--- config.mk ---
export PLATFORM = sky130hd
export DESIGN_NAME = vsb_sqrt
export DESIGN_NICKNAME = d
export VERILOG_FILES = /design/src/vsb_pkg.sv /design/src/vsb_sqrt.sv
export SDC_FILE = /design/constraint.sdc
export NUM_CORES = 1
export LEC_CHECK = 0
export BUFFER_PORTS_ARGS = -buffer_cell sky130_fd_sc_hd__buf_2
export CAP_MARGIN = 20
export CORE_UTILIZATION = 40
export CTS_CLUSTER_SIZE = 14
export DETAILED_ROUTE_END_ITERATION = 6
export MAX_ROUTING_LAYER = met4
export PLACE_DENSITY = 0.56
export SLEW_MARGIN = 20
export SYNTH_ARGS = -nofsm -noshare
export SYNTH_HDL_FRONTEND = slang
export SYNTH_SLANG_ARGS = --single-unit
--- constraint.sdc ---
create_clock -name clk_i -period 7.75 [get_ports clk_i]
set_input_delay 0 -clock clk_i [delete_from_list [all_inputs] [get_ports clk_i]]
set_output_delay 0 -clock clk_i [all_outputs]
set_load 0.05 [all_outputs]
--- src/vsb_pkg.sv ---
// Package: widths, constants and handshake types for the VWAP band block.
package vsb_pkg;
  localparam int MAX_BARS = 1024;
  localparam int ADDR_W   = $clog2(MAX_BARS);
  localparam int CNT_W    = $clog2(MAX_BARS + 1);
  localparam int PRICE_W  = 24;
  localparam int VOL_W    = 20;
  localparam int SUM3_W   = 26;
  localparam int PV_W     = PRICE_W + VOL_W;
  localparam int SPV_W    = PV_W + ADDR_W;
  localparam int SV_W     = VOL_W + ADDR_W;
  localparam int SQ_W     = 2 * PRICE_W;
  localparam int PROD_W   = SQ_W + VOL_W;
  localparam int ACC_W    = PROD_W + ADDR_W;
  localparam int VAR_W    = SQ_W;
  localparam int ROOT_W   = VAR_W / 2;
  localparam int K_W      = 12;
  localparam int KPROD_W  = K_W + ROOT_W;
  localparam int KSTD_W   = KPROD_W - 8;
  localparam int UPPER_W  = 29;
  localparam int LOWER_W  = 30;
  localparam int POS_W    = 3;

  // floor(s/3) = (s * RECIP3) >> RECIP3_SH, exact for s below 2^26
  localparam int RECIP3_SH = 27;
  localparam logic [RECIP3_SH-1:0] RECIP3 = 27'd44739243;

  localparam logic [K_W-1:0] K_RESET = 12'd512;

  localparam logic [POS_W-1:0] POS_ABOVE_UPPER = 3'd0;
  localparam logic [POS_W-1:0] POS_BELOW_LOWER = 3'd1;
  localparam logic [POS_W-1:0] POS_ABOVE_VWAP  = 3'd2;
  localparam logic [POS_W-1:0] POS_BELOW_VWAP  = 3'd3;
  localparam logic [POS_W-1:0] POS_AT_VWAP     = 3'd4;
  localparam logic [POS_W-1:0] POS_MIDDLE      = 3'd5;

  typedef struct packed {
    logic busy;
    logic done;
  } unit_status_t;
endpackage

--- src/vsb_sqrt.sv ---
// Digit-by-digit integer square root, one root bit per cycle.
module vsb_sqrt (
  input  logic                       clk_i,
  input  logic                       rst_ni,
  input  logic                       start_i,
  input  logic [vsb_pkg::VAR_W-1:0]  x_i,
  output logic [vsb_pkg::ROOT_W-1:0] root_o,
  output vsb_pkg::unit_status_t      status_o
);
  import vsb_pkg::*;

  localparam int REM_W  = ROOT_W + 3;
  localparam int STEP_W = $clog2(ROOT_W);

  logic [VAR_W-1:0]  x_q, x_d;
  logic [REM_W-1:0]  rem_q, rem_d, rem_sh, trial;
  logic [ROOT_W-1:0] root_q, root_d;
  logic [STEP_W-1:0] cnt_q, cnt_d;
  logic              busy_q, busy_d, done_q, done_d;

  assign rem_sh = {rem_q[REM_W-3:0], x_q[VAR_W-1 -: 2]};
  assign trial  = {1'b0, root_q, 2'b01};

  always_comb begin
    x_d    = x_q;
    rem_d  = rem_q;
    root_d = root_q;
    cnt_d  = cnt_q;
    busy_d = busy_q;
    done_d = 1'b0;
    if (start_i) begin
      x_d    = x_i;
      rem_d  = '0;
      root_d = '0;
      cnt_d  = '0;
      busy_d = 1'b1;
    end else if (busy_q) begin
      x_d = {x_q[VAR_W-3:0], 2'b00};
      if (rem_sh >= trial) begin
        rem_d  = rem_sh - trial;
        root_d = {root_q[ROOT_W-2:0], 1'b1};
      end else begin
        rem_d  = rem_sh;
        root_d = {root_q[ROOT_W-2:0], 1'b0};
      end
      cnt_d = cnt_q + 1'b1;
      if (cnt_q == STEP_W'(ROOT_W - 1)) begin
        busy_d = 1'b0;
        done_d = 1'b1;
      end
    end
  end

  always_ff @(posedge clk_i or negedge rst_ni) begin
    if (!rst_ni) begin
      busy_q <= 1'b0;
      done_q <= 1'b0;
      cnt_q  <= '0;
    end else begin
      busy_q <= busy_d;
      done_q <= done_d;
      cnt_q  <= cnt_d;
    end
  end

  always_ff @(posedge clk_i) begin
    x_q    <= x_d;
    rem_q  <= rem_d;
    root_q <= root_d;
  end

  assign root_o        = root_q;
  assign status_o.busy = busy_q;
  assign status_o.done = done_q;
endmodule

==> results by group <==
Power and ir drop
  – Max IR drop VDD: 0.152 mV
  – Power Total: 2220 uW
  – PD cells: 325 nW/um^2
  – Leakage: 0.00298 uW

Critical path
  – CP Cell Sequence: inv_1 -> ha_1 -> a21o_1 -> a211oi_1 -> o31ai_1 -> or3_1 -> o21ai_2 -> buf_4 -> nor3_1 -> a21oi_1 -> a311oi_1
  – CP Depth: 11
  – CP max stage delay: 0.79 ns
  – Worst r2r path cells: 11
  – CP arrival: 3.62 ns
  – Required time of the worst setup path: 7.93 ns
  – WP buf/inv: 2
  – Crit path capture type: flop
  – CP startpoint kind: flop
  – Critical setup path kind: flop to flop
  – Slowest cell on the critical path: o21ai_2
  – CP top delay family: compound AO/OA/AOI/OAI gates
  – Max FO, Critical Path: 25

Routing
  – Via count: 4183
  – DR iter-0 viols: 145
  – DRT antenna net count: 0
  – DR WL/cell: 14.1 um
  – DRT Pass-1 Iters: 4
  – Final wirelength: 11600 um
  – DRC viols: 0
  – Avg Vias per Cell: 5.06

STA
  – Setup tns final: 0 ns
  – Final hold vios: 0
  – Fin crit share: 44.3%
  – Clk_skew: 0.00826 ns
  – Rel. slew slack: 32.3%
  – Final setup viols: 0
  – Final Critical Period: 3.44 ns
  – Slew Limit Fails: 0
  – RSZ-0062 raised after global routing: no
  – Slew @ Worst Pin: 1.02 ns
  – Fmax: 0.291 GHz

Global routing
  – Initial antenna violation count: 0
  – Vias in the first global route: 4144
  – First-pass GRT wire length: 19500 um
  – Gr ovfl total: 0
  – Largest net degree at the start of global routing: 75
  – Total track usage: 17.8%

Die
  – Num rows: 42
  – Starting density of the core: 41.4%
  – CORE AREA: 13300 um^2
  – DIE WIDTH: 120 um
  – Area of the die: 14300 um^2
  – Die height: 120 um
  – Number of top-level pins: 77

Logic synthesis
  – Post-synth EDFFs: 48
  – Register area share after synthesis: 47.0%
  – Area contributors post-synth: edfxtp_1 (26%), dfxtp_1 (18%), mux2_2 (9.4%)
  – Post-Synth XOR/XNOR Area: 4.12%
  – Post-Synth Simple-Gate Area: 11.1%
  – Synth Warn #: 0
  – Syn Nets: 615
  – Most used DFF post-synth: dfxtp_1
  – Biggest area consumer among synthesized cells: edfxtp_1
  – Mapped Area: 5520 um^2
  – Mapped Avg Cell Area: 10.3 um^2
  – Distinct cells, synth: 46
  – Multiplexer share of the synthesized area: 14.8%
  – Largest family of logic cells by synthesized area: multiplexers
  – Ys async rst share: 6.73%
  – Cells after synthesis: 537
  – Post-synth top cells: nor2_1 (68), dfxtp_1 (49), edfxtp_1 (48), mux2_2 (46), a21oi_1 (38)
  – Compound-Gate Fraction of Synth Area: 12.0%
  – Post-Synth Adder-Cell Area: 6.12%
  – Top-count cell post-synth: nor2_1
  – #FFs+latches synth: 104
  – Top-area cell type share of the netlist area: 26.1%

Cells and area
  – Antenna diodes: 0
  – Layout cells sized above 1: 22.5%
  – Area growth from synthesis to layout: 23.3%
  – Nets: 723

Clock tree
  – Resized cells post-CTS: 0
  – CTS clk-pin slew, worst paths: 0.07 ns
  – Clk sink count: 104
  – Clock Latency Late Sink: 0.36 ns
  – Cts bufs inserted: 9
  – CTS tree: done
  – H-tree lvl count: 3
  – Root Driver: clkbuf_16
  – Clock buffer depth: 2
  – Post-CTS setup buffers: 0

Placement
  – HPWL after DPL: 7630 um
  – PortBufs: 76
  – GPL Wtd Cong: 0.858

Job
  – Max Cap Viol: 0

Run status
  – Status: finished, final reports clean

Worst hold path
  – Hold path depth: 2
  – Type of the worst min-delay path: input pin to flop
[layer usage]
metal	wire [um]	up-vias	track usage, %	part of all wire, %
met5	0	-	-	0
met4	161	0	5.63	1.4
met3	580	15	5.23	5.0
met2	5580	84	28.8	48
met1	5300	1948	21.3	46
li1	-	2136	-	-
[power by group]
| group | internal (uW) | switching (uW) |
|---|---|---|
| Combinational | 458 | 580 |
| Clock | 254 | 215 |
| Sequential | 657 | 50.7 |
| Total | 1370 | 846 |
[worst register-to-register path, stage by stage, from the launching register on]
cell and delay [ns]:
dfxtp_1 0.36, inv_1 0.06, ha_1 0.33, a21o_1 0.17, a211oi_1 0.24, o31ai_1 0.12, or3_1 0.39, o21ai_2 0.79
buf_4 0.43, nor3_1 0.10, a21oi_1 0.17, a311oi_1 0.11
[cell type report]
cell class                 instances  area [um^2]
clock inverter                     7         76.3
fill                            1245         6540
multi-input combinational        368         2660
sequential                       104         2600
clock buffer                       9          225
inverter                          33          124
tap                              176          220
timing repair buffer             129          906
[cells in the final DEF (no fill, tap or decap), types with 6 or more instances in the layout]
| master | count |
|---|---|
| xor2_1 | 13 |
| buf_2 | 75 |
| nand4_1 | 11 |
| a211oi_1 | 19 |
| a21oi_1 | 38 |
| o21ai_0 | 17 |
| nand2_1 | 21 |
| clkbuf_16 | 9 |
| mux2i_1 | 30 |
| dfxtp_1 | 49 |
| inv_1 | 32 |
| dfrtp_1 | 6 |
| mux2_2 | 46 |
| nand2b_1 | 9 |
| nor2_1 | 68 |
| dlygate4sd3_1 | 50 |
| ha_1 | 27 |
| a21o_1 | 6 |
| xnor2_1 | 13 |
| edfxtp_1 | 48 |
[path summary, 6_finish.rpt]
path	from	endpoint	slack, ns
setup reg to reg	root_o[22]$_SDFFE_PP0P_	rem_q[22]$_SDFFE_PP0P_	4.31
max in group asynchronous	rst_ni	busy_q$_DFF_PN0_	6.90
hold / removal	start_i	x_q[0]$_SDFFCE_PN0P_	0.29
hold reg to reg	rem_q[21]$_SDFFE_PP0P_	rem_q[21]$_SDFFE_PP0P_	0.49
min in group asynchronous	rst_ni	done_q$_DFF_PN0_	0.60
setup / recovery	root_o[22]$_SDFFE_PP0P_	rem_q[22]$_SDFFE_PP0P_	4.31
[state kept, by name, indices dropped and copies added, names as in the netlist]
| name | count |
|---|---|
| done_q | 1 |
| x_q | 48 |
| busy_q | 1 |
| root_o | 24 |
| rem_q | 25 |
| cnt_q | 5 |
[what timing repair did]
action,in CTS,in global routing
hold buffers,50,0
endpoints found under the setup margin,0,0
endpoints found under the hold margin,55,0
[kinds of logic after synthesis]
logic type      count (synthesis)
xor+xnor                       26
flops                         104
compound gates                107
simple gates                  132
mux                            76
fa+ha+maj                      27
buf+inv                        65
[metrics by stage]
step / std cells / hold slack (ns) / worst slack, ns / instance area (um^2) / utilization, %
6_report: 826 / 0.289 / 4.31 / 6810 / 51.0
5_1_grt: 826 / 0.290 / 4.10 / 6810 / 51.0
4_1_cts: 826 / 0.271 / 4.32 / 6810 / 51.0
3_5_place_dp: 760 / -0.164 / 4.33 / 6010 / 45.0
3_3_place_gp: 760 / -0.166 / 4.42 / 6010 / 45.0
2_1_floorplan: 537 / -0.296 / 4.75 / 5520 / -
No activity file was read; power rests on OpenSTA's default activity.
