**config.mk**
```make
export PLATFORM = sky130hd
export DESIGN_NAME = vsb_div
export DESIGN_NICKNAME = d
export VERILOG_FILES = /design/src/vsb_pkg.sv /design/src/vsb_div.sv
export SDC_FILE = /design/constraint.sdc
export NUM_CORES = 1
export LEC_CHECK = 0
export BUFFER_PORTS_ARGS = -buffer_cell sky130_fd_sc_hd__clkbuf_2
export CAP_MARGIN = 20
export CORE_MARGIN = 5
export CORE_UTILIZATION = 45
export CTS_CLUSTER_DIAMETER = 150
export DETAILED_ROUTE_END_ITERATION = 6
export PLACE_DENSITY = 0.7
export SYNTH_ARGS = -nofsm -noshare
export SYNTH_HDL_FRONTEND = slang
export SYNTH_SLANG_ARGS = --single-unit
```
**constraint.sdc**
```tcl
create_clock -name clk_i -period 2.7 [get_ports clk_i]
set_input_delay 0.54 -clock clk_i [delete_from_list [all_inputs] [get_ports clk_i]]
set_output_delay 0.54 -clock clk_i [all_outputs]
set_load 0.05 [all_outputs]
```
**src/vsb_pkg.sv**
```systemverilog
// Package: widths, constants and handshake types for the VWAP band block.
package vsb_pkg;
  localparam int MAX_BARS = 1024;
  localparam int ADDR_W   = $clog2(MAX_BARS);
  localparam int CNT_W    = $clog2(MAX_BARS + 1);
  localparam int PRICE_W  = 24;
  localparam int VOL_W    = 20;
  localparam int SUM3_W   = 26;
  localparam int PV_W     = PRICE_W + VOL_W;
  localparam int SPV_W    = PV_W + ADDR_W;
  localparam int SV_W     = VOL_W + ADDR_W;
  localparam int SQ_W     = 2 * PRICE_W;
  localparam int PROD_W   = SQ_W + VOL_W;
  localparam int ACC_W    = PROD_W + ADDR_W;
  localparam int VAR_W    = SQ_W;
  localparam int ROOT_W   = VAR_W / 2;
  localparam int K_W      = 12;
  localparam int KPROD_W  = K_W + ROOT_W;
  localparam int KSTD_W   = KPROD_W - 8;
  localparam int UPPER_W  = 29;
  localparam int LOWER_W  = 30;
  localparam int POS_W    = 3;

  // floor(s/3) = (s * RECIP3) >> RECIP3_SH, exact for s below 2^26
  localparam int RECIP3_SH = 27;
  localparam logic [RECIP3_SH-1:0] RECIP3 = 27'd44739243;

  localparam logic [K_W-1:0] K_RESET = 12'd512;

  localparam logic [POS_W-1:0] POS_ABOVE_UPPER = 3'd0;
  localparam logic [POS_W-1:0] POS_BELOW_LOWER = 3'd1;
  localparam logic [POS_W-1:0] POS_ABOVE_VWAP  = 3'd2;
  localparam logic [POS_W-1:0] POS_BELOW_VWAP  = 3'd3;
  localparam logic [POS_W-1:0] POS_AT_VWAP     = 3'd4;
  localparam logic [POS_W-1:0] POS_MIDDLE      = 3'd5;

  typedef struct packed {
    logic busy;
    logic done;
  } unit_status_t;
endpackage

```
**src/vsb_div.sv**
```systemverilog
// Restoring divider, one quotient bit per cycle.
module vsb_div (
  input  logic                      clk_i,
  input  logic                      rst_ni,
  input  logic                      start_i,
  input  logic [vsb_pkg::ACC_W-1:0] num_i,
  input  logic [vsb_pkg::SV_W-1:0]  den_i,
  output logic [vsb_pkg::VAR_W-1:0] quo_o,
  output vsb_pkg::unit_status_t     status_o
);
  import vsb_pkg::*;

  localparam int STEP_W = $clog2(ACC_W);

  logic [ACC_W-1:0]  n_q, n_d;
  logic [SV_W-1:0]   r_q, r_d, den_q;
  logic [STEP_W-1:0] cnt_q, cnt_d;
  logic              busy_q, busy_d, done_q, done_d;
  logic [SV_W:0]     trial;
  logic              fits;

  assign trial = {r_q, n_q[ACC_W-1]};
  assign fits  = trial >= {1'b0, den_q};

  always_comb begin
    n_d    = n_q;
    r_d    = r_q;
    cnt_d  = cnt_q;
    busy_d = busy_q;
    done_d = 1'b0;
    if (start_i) begin
      n_d    = num_i;
      r_d    = '0;
      cnt_d  = '0;
      busy_d = 1'b1;
    end else if (busy_q) begin
      n_d   = {n_q[ACC_W-2:0], fits};
      r_d   = fits ? SV_W'(trial - {1'b0, den_q}) : trial[SV_W-1:0];
      cnt_d = cnt_q + 1'b1;
      if (cnt_q == STEP_W'(ACC_W - 1)) begin
        busy_d = 1'b0;
        done_d = 1'b1;
      end
    end
  end

  always_ff @(posedge clk_i or negedge rst_ni) begin
    if (!rst_ni) begin
      busy_q <= 1'b0;
      done_q <= 1'b0;
      cnt_q  <= '0;
    end else begin
      busy_q <= busy_d;
      done_q <= done_d;
      cnt_q  <= cnt_d;
    end
  end

  always_ff @(posedge clk_i) begin
    n_q <= n_d;
    r_q <= r_d;
    if (start_i) den_q <= den_i;
  end

  assign quo_o         = n_q[VAR_W-1:0];
  assign status_o.busy = busy_q;
  assign status_o.done = done_q;
endmodule

```
==> reports/qor.yml, run 1 <==
final_layout:
  drive_gt1_share_pct: 45.1
  num-fill-cells: 1451
  diodes: 0
  stdcell_count: 1108
  area_delta_synth_final_pct: 25.9
  nets: 1015
  final_area_mm2: 0.0101
worst_hold_path:
  hold_class: "primary input to flip-flop"
  whs_path_depth: 1
clock_network:
  cts.reportedPaths.clkPinSlew_ns: 0.07
  clk_latency_ns: 0.43
  clockRootBuffer: "clkbuf_16"
  cts.sinks: 147
  cts_tree: "yes"
  cts_buffers: 17
  htree_levels: 4
  cts_buffer_depth: 2
synth:
  yosysMostFrequentCell: "edfxtp_1"
  ys_ff_latch: 147
  synth_commonest_cells: "edfxtp_1 (108), mux2_2 (77), nor2_1 (57)"
  syn_nets: 844
  yosysWarningCount: 0
  synth_area_leaders: "edfxtp_1 (40%), mux2_2 (11%), dfxtp_1 (7.5%)"
  synth_largest_area_cell: "edfxtp_1"
  avgSynthCellArea_um2: 11.5
  synth-seq-area-share_pct: 50.8
  syn_inst: 699
  synth_edf_count: 108
  synth.distinct_cells: 53
  async_flop_share_pct: 6.12
  syn_area_mm2: 0.00802
  yosysTopAreaCellShare_pct: 40.5
  synthFlopType: "edfxtp_1"
outcome:
  status: "complete, no violations"
timing:
  setup_ws_ns: 0.0709
  hold_viol_final: 0
  fmax_ghz: 0.380
  slew_viol_final: 0
  skew_ns: 0.0119
  worstMarginPinSlew_ns: 0.670
  period_minus_slack_ns: 2.63
  max_slew_margin_pct: 55.4
  finalSetupViolations: 0
  rsz0062_at_grt: "yes"
  fin_crit_sh_pct: 97.4
placement:
  dp.cells: 1065
  dp_hpwl_mm: 13.2
  port_buffers: 160
  gp_congestion: 0.847
  dp_slack_ns: -0.0580
  place_area_mm2: 0.00909
setup_path:
  path_class: "flip-flop to flip-flop"
  rr_worst_depth: 13
  required_ns: 3.05
  startpoint_type: "flip-flop"
  cp.arrival_ns: 2.98
  path_max_fanout: 17
  crit_path_end_kind: "flip-flop"
global_route:
  grt_max_degree: 48
  track_usage_pct: 17.9
  antenna_found_initial: 1
  grt_pass1_vias: 5883
  grt_first_pass_wirelength_mm: 28.8
  overflow: 0
power:
  power.density_mw_per_mm2: 937
  p_total_mw: 9.46
  p_leak_nw: 4.43
  peakVddDrop_mv: 0.629
detailed_routing:
  wl_per_cell_um: 16.5
  route.detailed.drc: 0
  via_count: 5741
  via_per_inst: 5.18
  drt_pass1_iterations: 4
  drt-initial-drc-count: 229
  final_antenna_net_count: 0
  totalWireLength_mm: 18.3
floorplan:
  coreArea_mm2: 0.0174
  die_w_um: 143
  dieHeight_um: 143
  start_util_pct: 46.0
  row_count: 48
  fp.dieArea_mm2: 0.0206
  io_pins: 161
run:
  drv_cap: 0
-- cell type report --
cell class	count	area [µm²]	area share [%]
Tap cell	225	282	2.79
Inverter	38	143	1.41
Multi-Input combinational cell	433	3570	35.4
Clock inverter	14	160	1.59
Timing Repair Buffer	233	1440	14.2
Sequential cell	147	4070	40.3
Clock buffer	18	429	4.25
-- per-stage QoR --
step                      setup TNS, ns  util [%]  hold slack [ns]
after floorplan                       0         -            0.244
after global placement                0      52.2            0.414
after detailed placement         -0.129      52.2            0.412
after CTS                             0      56.1            0.261
after global routing             -0.605      57.9            0.258
final                                 0      57.9            0.285
-- state kept, by name, summed over array words and instances (netlist names) --
| signal | cells |
|---|---|
| busy_q | 1 |
| done_q | 1 |
| den_q | 30 |
| n_q | 78 |
| cnt_q | 7 |
| r_q | 30 |
-- cells in the final DEF (no fill, tap or decap), drive strengths merged, types with 4 or more instances in the layout --
master,instances
clkbuf,178
edfxtp,108
mux2,79
buf,72
nor2,57
inv,47
a21oi,46
ha,33
a211oi,31
dfxtp,30
nand2,27
xnor2,20
a21o,17
o21ai,17
mux2i,16
nand3,11
nor3,10
dfrtp,9
nor2b,8
nand4,7
xor2,7
o21bai,7
and3,5
a31oi,5
o211ai,4
-- worst paths after layout --
kind	from	end	slack [ns]
worst max-delay path	den_q[1]	r_q[5]	0.07
worst min-delay path	den_i[25]	den_q[25]	0.28
worst max register to register	den_q[1]	r_q[5]	0.07
worst min register to register	r_q[25]	r_q[25]	0.50
max in group asynchronous	rst_ni	busy_q	1.97
min in group asynchronous	rst_ni	cnt_q[1]	0.51
-- kinds of logic after synthesis --
| group | synth area share (%) |
|---|---|
| flip-flops | 50.8 |
| AND/OR/NAND/NOR | 8.33 |
| AO/OA/AOI/OAI | 11.1 |
| buffers and inverters | 8.41 |
| multiplexers | 13.1 |
| adder cells (fa/ha/maj) | 5.40 |
| XOR/XNOR | 2.95 |
-- repair_timing --
item,CTS,global route
gates resized for setup,9,55
hold buffers,1,0
pin swaps,3,26
hold endpoints to repair,9,0
setup endpoints to repair,10,29
cloned,0,1
buffers inserted,2,7
-- metal layers --
layer / track usage, % / share of wire (%)
met2: 29.7 / 48
met5: 0 / 0.071
met3: 8.42 / 9.4
met1: 20.8 / 41
met4: 5.00 / 1.4
-- critical path: stages, from the launching register on --
cell      delay [ns]
edfxtp_1        0.32
inv_1           0.10
ha_4            0.29
nor2b_4         0.16
o21bai_4        0.09
a21boi_2        0.15
o211ai_1        0.11
buf_4           0.18
a211oi_4        0.27
nor3_4          0.09
buf_6           0.17
buf_12          0.15
o31a_1          0.29
a211oi_2        0.20
-- where the power goes --
group / switching, mW / internal [mW]
combinational: 2.06 / 1.94
sequential: 0.264 / 2.82
clock: 1.05 / 1.32
total: 3.38 / 6.08
(Power assumes the default switching activity.)
==> run 2: changes to the inputs <==
--- a/config.mk
+++ b/config.mk
@@ -7,11 +7,13 @@
 export LEC_CHECK = 0
 export BUFFER_PORTS_ARGS = -buffer_cell sky130_fd_sc_hd__clkbuf_2
 export CAP_MARGIN = 20
+export CELL_PAD_IN_SITES_DETAIL_PLACEMENT = 1
+export CELL_PAD_IN_SITES_GLOBAL_PLACEMENT = 1
 export CORE_MARGIN = 5
-export CORE_UTILIZATION = 45
+export CORE_UTILIZATION = 40
 export CTS_CLUSTER_DIAMETER = 150
 export DETAILED_ROUTE_END_ITERATION = 6
-export PLACE_DENSITY = 0.7
+export PLACE_DENSITY_LB_ADDON = 0.1
 export SYNTH_ARGS = -nofsm -noshare
 export SYNTH_HDL_FRONTEND = slang
 export SYNTH_SLANG_ARGS = --single-unit
==> run 2 against run 1 <==
Cell area is 2.8% higher. Highest routed layer is now met4. Fmax grew 0.68%. Die area is 12% higher. Power is 3.3% higher. Critical path type unchanged. Routed wire length up 9.3%. Largest power group unchanged. Worst setup slack better by 0.018 ns. Register-to-register slack improved by 0.02 ns. Critical path depth shrank 1. Combinational power is 8.2% higher. Count of clock-buffer cells in the layout is the same. Clock skew decreased by 0.0011 ns. Via count up 2.6%.
==> reports/qor.yml, run 2 (synthesis results as in run 1) <==
timing:
  whs_ns: 0.287  # +0.00244 ns
  worstMarginPinSlew_ns: 0.647  # -0.0229 ns
  hold_viol_final: 0  # unchanged
  fmax_ghz: 0.383  # +0.68%
  skew_ns: 0.0108  # -0.00108 ns
  max_slew_margin_pct: 56.9  # +1.5 points
  finalSetupViolations: 0  # unchanged
  fin_crit_sh_pct: 96.7  # -0.66 points
  period_minus_slack_ns: 2.61  # -0.0178 ns
  setup_tns_ns: 0  # unchanged
  slew_viol_final: 0  # unchanged
  setup_ws_ns: 0.0887  # +0.0178 ns
  rsz0062_at_grt: "yes"
global_route:
  grt_first_pass_wirelength_mm: 31.7  # +10%
  grt_pass1_vias: 6436  # +9.4%
  track_usage_pct: 17.3  # -0.54 points
  overflow: 0  # unchanged
  antenna_found_initial: 0  # -1
  grt_max_degree: 76  # +58%
final_layout:
  final_common_cell: "clkbuf_2"
  largest_reg_flops: 78  # unchanged
  final_area_mm2: 0.0104  # +2.8%
  nets: 1037  # +2.2%
  multi_input_area_mm2: 0.00366  # +2.6%
  fin_util_pct: 53.0  # -5.0 points
  drive_gt1_share_pct: 47.6  # +2.6 points
  area_delta_synth_final_pct: 29.4
  regArea_mm2: 0.00407  # unchanged
  diodes: 0  # unchanged
  layout_common_cells: "clkbuf_2 (159), edfxtp_1 (108), buf_4 (83)"
  top_regs: "n_q x78, den_q x30, r_q x30"
  num-fill-cells: 2157  # +49%
  top_register: "n_q"
  stdcell_count: 1170  # +5.6%
floorplan:
  io_pins: 161  # unchanged
  coreArea_mm2: 0.0196  # +12%
  dieHeight_um: 152  # +5.6%
  start_util_pct: 40.9  # -5.1 points
  fp.dieArea_mm2: 0.0230  # +12%
  die_w_um: 152  # +5.6%
  row_count: 51  # +6.3%
clock_network:
  clk_latency_ns: 0.42  # about the same
  htree_levels: 4  # unchanged
  cts.reportedPaths.clkPinSlew_ns: 0.07  # about the same
  cts_tree: "yes"
  cts_buffer_depth: 2  # unchanged
  cts_buffers: 17  # unchanged
  cts.sinks: 147  # unchanged
  clockRootBuffer: "clkbuf_16"
detailed_routing:
  final_antenna_net_count: 0  # unchanged
  route.detailed.drc: 0  # unchanged
  drt-initial-drc-count: 188  # -18%
  wl_per_cell_um: 17.1  # +3.5%
  drt_pass1_iterations: 4  # unchanged
  via_per_inst: 5.04  # -2.8%
  via_count: 5893  # +2.6%
  totalWireLength_mm: 20.0  # +9.3%
power:
  peakVddDrop_mv: 0.432  # -31%
  p_total_mw: 9.77  # +3.3%
  power.density_mw_per_mm2: 941  # +0.42%
  p_leak_nw: 4.53  # +2.3%
setup_path:
  crit_path_end_kind: "flip-flop"
  path_max_fanout: 3  # -14
  path_class: "flip-flop to flip-flop"
  startpoint_type: "flip-flop"
  cp.arrival_ns: 2.92  # -0.06 ns
  required_ns: 3.01  # -0.04 ns
placement:
  port_buffers: 160  # unchanged
  gp_congestion: 0.877  # +3.5%
  place_area_mm2: 0.00922  # +1.4%
  dp_slack_ns: -0.210  # -0.152 ns
  dp.cells: 1117  # +4.9%
  dp_hpwl_mm: 14.2  # +7.3%
outcome:
  status: "complete, no violations"
worst_hold_path:
  hold_class: "primary input to flip-flop"
run:
  drv_cap: 0  # unchanged
## run 2: cell count changes in the layout (fill, tap and decap cells not counted), moves of 3 or more
cell,delta
ha_1,-8
mux2i_1,+3
buf_4,+19
inv_2,+4
inv_1,-4
ha_4,+7
mux2i_2,-3
buf_6,+4
## run 2: worst paths after layout
kind / from / endpoint / slack, ns / cells past startpoint
max: den_q[24] / r_q[2] / 0.09 / 12
min: den_i[6] / den_q[6] / 0.29 / 1
max reg2reg: den_q[24] / r_q[2] / 0.09 / 12
min reg2reg: r_q[10] / r_q[10] / 0.51 / 2
max in group asynchronous: rst_ni / busy_q / 1.94 / 2
min in group asynchronous: rst_ni / cnt_q[5] / 0.53 / 2
## run 2: what timing repair did
action                                  CTS  global route
endpoints found under the setup margin   30            31
cloned                                    0             0
pin swaps                                10            52
endpoints found under the hold margin     9             0
setup buffers                             9            11
gates resized for setup                  25            65
hold buffers                              1             0
## run 2: final cells by class
cell class	count	area share, %
sequential	147	39.2
multi-input combinational	433	35.3
clock buffer	18	4.14
timing repair buffer	255	15.4
inverter	38	1.37
tap	265	3.20
clock inverter	14	1.36
## run 2: metal layers
layer | vias up | track usage [%] | wire length [µm]
li1 | 2866 | - | -
met1 | 2892 | 20.3 | 8220
met2 | 118 | 30.6 | 10400
met3 | 17 | 6.16 | 1150
met4 | 0 | 3.91 | 219
met5 | - | 0 | 0
## run 2: power by group
part	leakage [nW]	total (mW)	internal [mW]	switching, mW
Combinational	2.77	4.33	2.13	2.20
Clock	0.278	2.35	1.30	1.04
Sequential	1.48	3.09	2.82	0.266
Total	4.53	9.77	6.25	3.51
## run 2: worst max-delay path, stage by stage (launching register included)
cell      delay (ns)
edfxtp_1        0.34
inv_2           0.05
ha_4            0.26
buf_6           0.09
nand4_1         0.11
or4_4           0.53
a211oi_4        0.30
nor3_4          0.07
buf_6           0.14
buf_4           0.13
mux2_4          0.30
mux2i_1         0.13
nor2_1          0.05
==> run 3: changes to the inputs <==
--- a/config.mk
+++ b/config.mk
@@ -14,6 +14,7 @@
 export CTS_CLUSTER_DIAMETER = 150
 export DETAILED_ROUTE_END_ITERATION = 6
 export PLACE_DENSITY_LB_ADDON = 0.1
+export REMOVE_ABC_BUFFERS = 1
 export SYNTH_ARGS = -nofsm -noshare
 export SYNTH_HDL_FRONTEND = slang
 export SYNTH_SLANG_ARGS = --single-unit
==> run 3 against run 2 <==
Combinational power grew 4%. Via count grew 0.73%. Register-to-register slack lost 0.02 ns. Sequential cell count unchanged. Die area unchanged. Critical path depth is the same. Cell area grew 0.53%. Fmax fell by 0.92%. Power grew 3.4%. Worst hold slack got worse by 0.0038 ns. Global-route usage grew 0.87 points. Largest cell class unchanged. Highest routed layer unchanged.
==> reports/qor.yml, run 3 (synthesis results as in run 1) <==
timing:
  skew_ns: 0.0107  # -0.000169 ns
  setup_tns_ns: 0  # unchanged
  rsz0062_at_grt: "yes"
  finalSetupViolations: 0  # unchanged
  setup_ws_ns: 0.0644  # -0.0243 ns
  slew_viol_final: 0  # unchanged
  period_minus_slack_ns: 2.64  # +0.0243 ns
  fmax_ghz: 0.379  # -0.92%
  fin_crit_sh_pct: 97.6  # +0.90 points
  whs_ns: 0.283  # -0.00377 ns
  worstMarginPinSlew_ns: 0.468  # -0.178 ns
  hold_viol_final: 0  # unchanged
  max_slew_margin_pct: 68.5  # +12 points
floorplan:
  die_w_um: 152  # unchanged
  row_count: 51  # unchanged
  fp.dieArea_mm2: 0.0230  # unchanged
  start_util_pct: 40.9  # unchanged
  io_pins: 161  # unchanged
  dieHeight_um: 152  # unchanged
  coreArea_mm2: 0.0196  # unchanged
setup_path:
  crit_chain: "inv_2, ha_4, a21o_1, a21o_1, a21o_1, a211oi_2, o211ai_2, nor3_4, buf_12, mux2_4, mux2i_2, nor2_1"
  crit_start: "den_q[24]"
  required_ns: 3.00  # about the same
  critPathSlowestCell: "edfxtp_1"
  path_class: "flip-flop to flip-flop"
  cp.depth: 12  # unchanged
  cp.arrival_ns: 2.93  # about the same
  critPathMaxStageDelay_ns: 0.41  # -0.12 ns
  rr_worst_depth: 12  # unchanged
  rrSetupSlack_ns: 0.06  # -0.02 ns
  rr_startpoint: "den_q[24]"
  crit_path_end_kind: "flip-flop"
  crit_path_frequent_cell: "a21o_1"
  critPathBufInv: 2  # -2
  path_delay_family: "compound AO/OA/AOI/OAI gates"
  crit_path_end: "r_q[20]"
  startpoint_type: "flip-flop"
  path_max_fanout: 7  # +4
  r2r_end: "r_q[20]"
detailed_routing:
  drt_pass1_iterations: 4  # unchanged
  final_antenna_net_count: 0  # unchanged
  totalWireLength_mm: 20.7  # +3.3%
  wl_per_cell_um: 17.7  # +3.7%
  route.detailed.drc: 0  # unchanged
  via_per_inst: 5.10  # +1.2%
  drt-initial-drc-count: 169  # -10%
  via_count: 5936  # +0.73%
placement:
  dp_slack_ns: -0.161  # +0.0485 ns
  port_buffers: 160  # unchanged
  place_area_mm2: 0.00916  # -0.65%
  gp_congestion: 0.834  # -4.8%
  dp.cells: 1109  # -0.72%
  dp_hpwl_mm: 14.7  # +3.9%
worst_hold_path:
  hold_class: "primary input to flip-flop"
final_layout:
  top_regs: "n_q x78, den_q x30, r_q x30"
  area_delta_synth_final_pct: 30.1
  largest_reg_flops: 78  # unchanged
  stdcell_count: 1165  # -0.43%
  layout_common_cells: "clkbuf_2 (159), edfxtp_1 (108), buf_4 (79)"
  num-fill-cells: 2116  # -1.9%
  final_area_mm2: 0.0104  # +0.53%
  diodes: 0  # unchanged
  nets: 1032  # -0.48%
  drive_gt1_share_pct: 47.7  # about the same
  top_register: "n_q"
  final_common_cell: "clkbuf_2"
power:
  seqPwrFrac_pct: 30.6  # -1.0 points
  pwr-share-comb_pct: 44.6  # +0.2 points
  peakVddDrop_mv: 0.510  # +18%
  p_leak_nw: 4.53  # -0.11%
  switching_share_pct: 35.9  # -0.043 points
  power.internal_mw: 6.47  # +3.5%
  p_switching_mw: 3.63  # +3.3%
  clkPwrFrac_pct: 24.8  # +0.8 points
  power.density_mw_per_mm2: 968  # +2.9%
global_route:
  track_usage_pct: 18.2  # +0.87 points
  grt_pass1_vias: 6552  # +1.8%
  overflow: 0  # unchanged
  grt_first_pass_wirelength_mm: 33.0  # +3.9%
  grt_max_degree: 63  # -17%
  antenna_found_initial: 0  # unchanged
outcome:
  status: "complete, no violations"
clock_network:
  cts_buffer_depth: 2  # unchanged
  clk_latency_ns: 0.43  # about the same
  cts_buffers: 17  # unchanged
  htree_levels: 4  # unchanged
  cts.sinks: 147  # unchanged
  clockRootBuffer: "clkbuf_16"
  cts_tree: "yes"
  cts.reportedPaths.clkPinSlew_ns: 0.07  # about the same
run:
  drv_cap: 0  # unchanged
[run 3: changes by cell type in the layout (fill, tap and decap cells not counted), sizes merged]
cell,previous run,this run
clkinvlp,2,0
buf,95,90
inv,47,48
bufinv,1,2
[run 3: metrics by stage]
stage | util, % | power (mW)
after floorplan | - | 5.38
after CTS | 51.3 | 9.63
after global placement | 46.7 | 6.60
final | 53.2 | 10.1
after global routing | 53.2 | 10.7
after detailed placement | 46.7 | 6.69
[run 3: power by group through the flow]
| stage | Combinational, mW | Clock [mW] | Sequential, mW |
|---|---|---|---|
| 2_1_floorplan | 2.03 | 0 | 3.35 |
| 3_5_place_dp | 3.60 | 0 | 3.09 |
| 6_report | 4.50 | 2.51 | 3.09 |
| 5_1_grt | 4.89 | 2.66 | 3.14 |
| 4_1_cts | 3.98 | 2.57 | 3.07 |
| 3_3_place_gp | 3.52 | 0 | 3.08 |
[run 3: worst register-to-register path: stages, from the launching register on]
cell,delay [ns]
edfxtp_1,0.41
inv_2,0.08
ha_4,0.19
a21o_1,0.15
a21o_1,0.15
a21o_1,0.18
a211oi_2,0.20
o211ai_2,0.13
nor3_4,0.31
buf_12,0.17
mux2_4,0.30
mux2i_2,0.15
nor2_1,0.07
[run 3: how the worst min path moves through the flow]
stage          startpoint        end  slack (ns)  cells past startpoint
2_1_floorplan      rst_ni     busy_q        0.24                      0
3_3_place_gp       rst_ni     done_q        0.40                      1
3_5_place_dp       rst_ni   cnt_q[0]        0.41                      1
4_1_cts          den_i[7]   den_q[7]        0.26                      1
5_1_grt         den_i[29]  den_q[29]        0.26                      1
6_report        den_i[29]  den_q[29]        0.28                      1
[run 3: timing repair]
action	CTS	global route
setup buffers	10	12
endpoints found under the hold margin	9	0
pin swaps	13	36
gates cloned	1	0
resized for setup	27	65
hold buffers	1	0
setup endpoints to repair	21	30
[run 3: layout make-up]
type	instances	area, µm²	area share [%]
inverter	38	143	1.37
multi-input combinational	433	3690	35.4
clock inverter	14	180	1.73
timing repair buffer	250	1580	15.2
clock buffer	18	429	4.11
tap	265	332	3.18
sequential	147	4070	39.0
[run 3: per-layer routing]
layer  vias up  GRT usage [%]  wire length, µm
met5         -              0                0
met4         0           5.08              241
met3        21           7.44             1530
met2       144           31.0            10200
met1      2912           21.2             8710
li1       2859              -                -
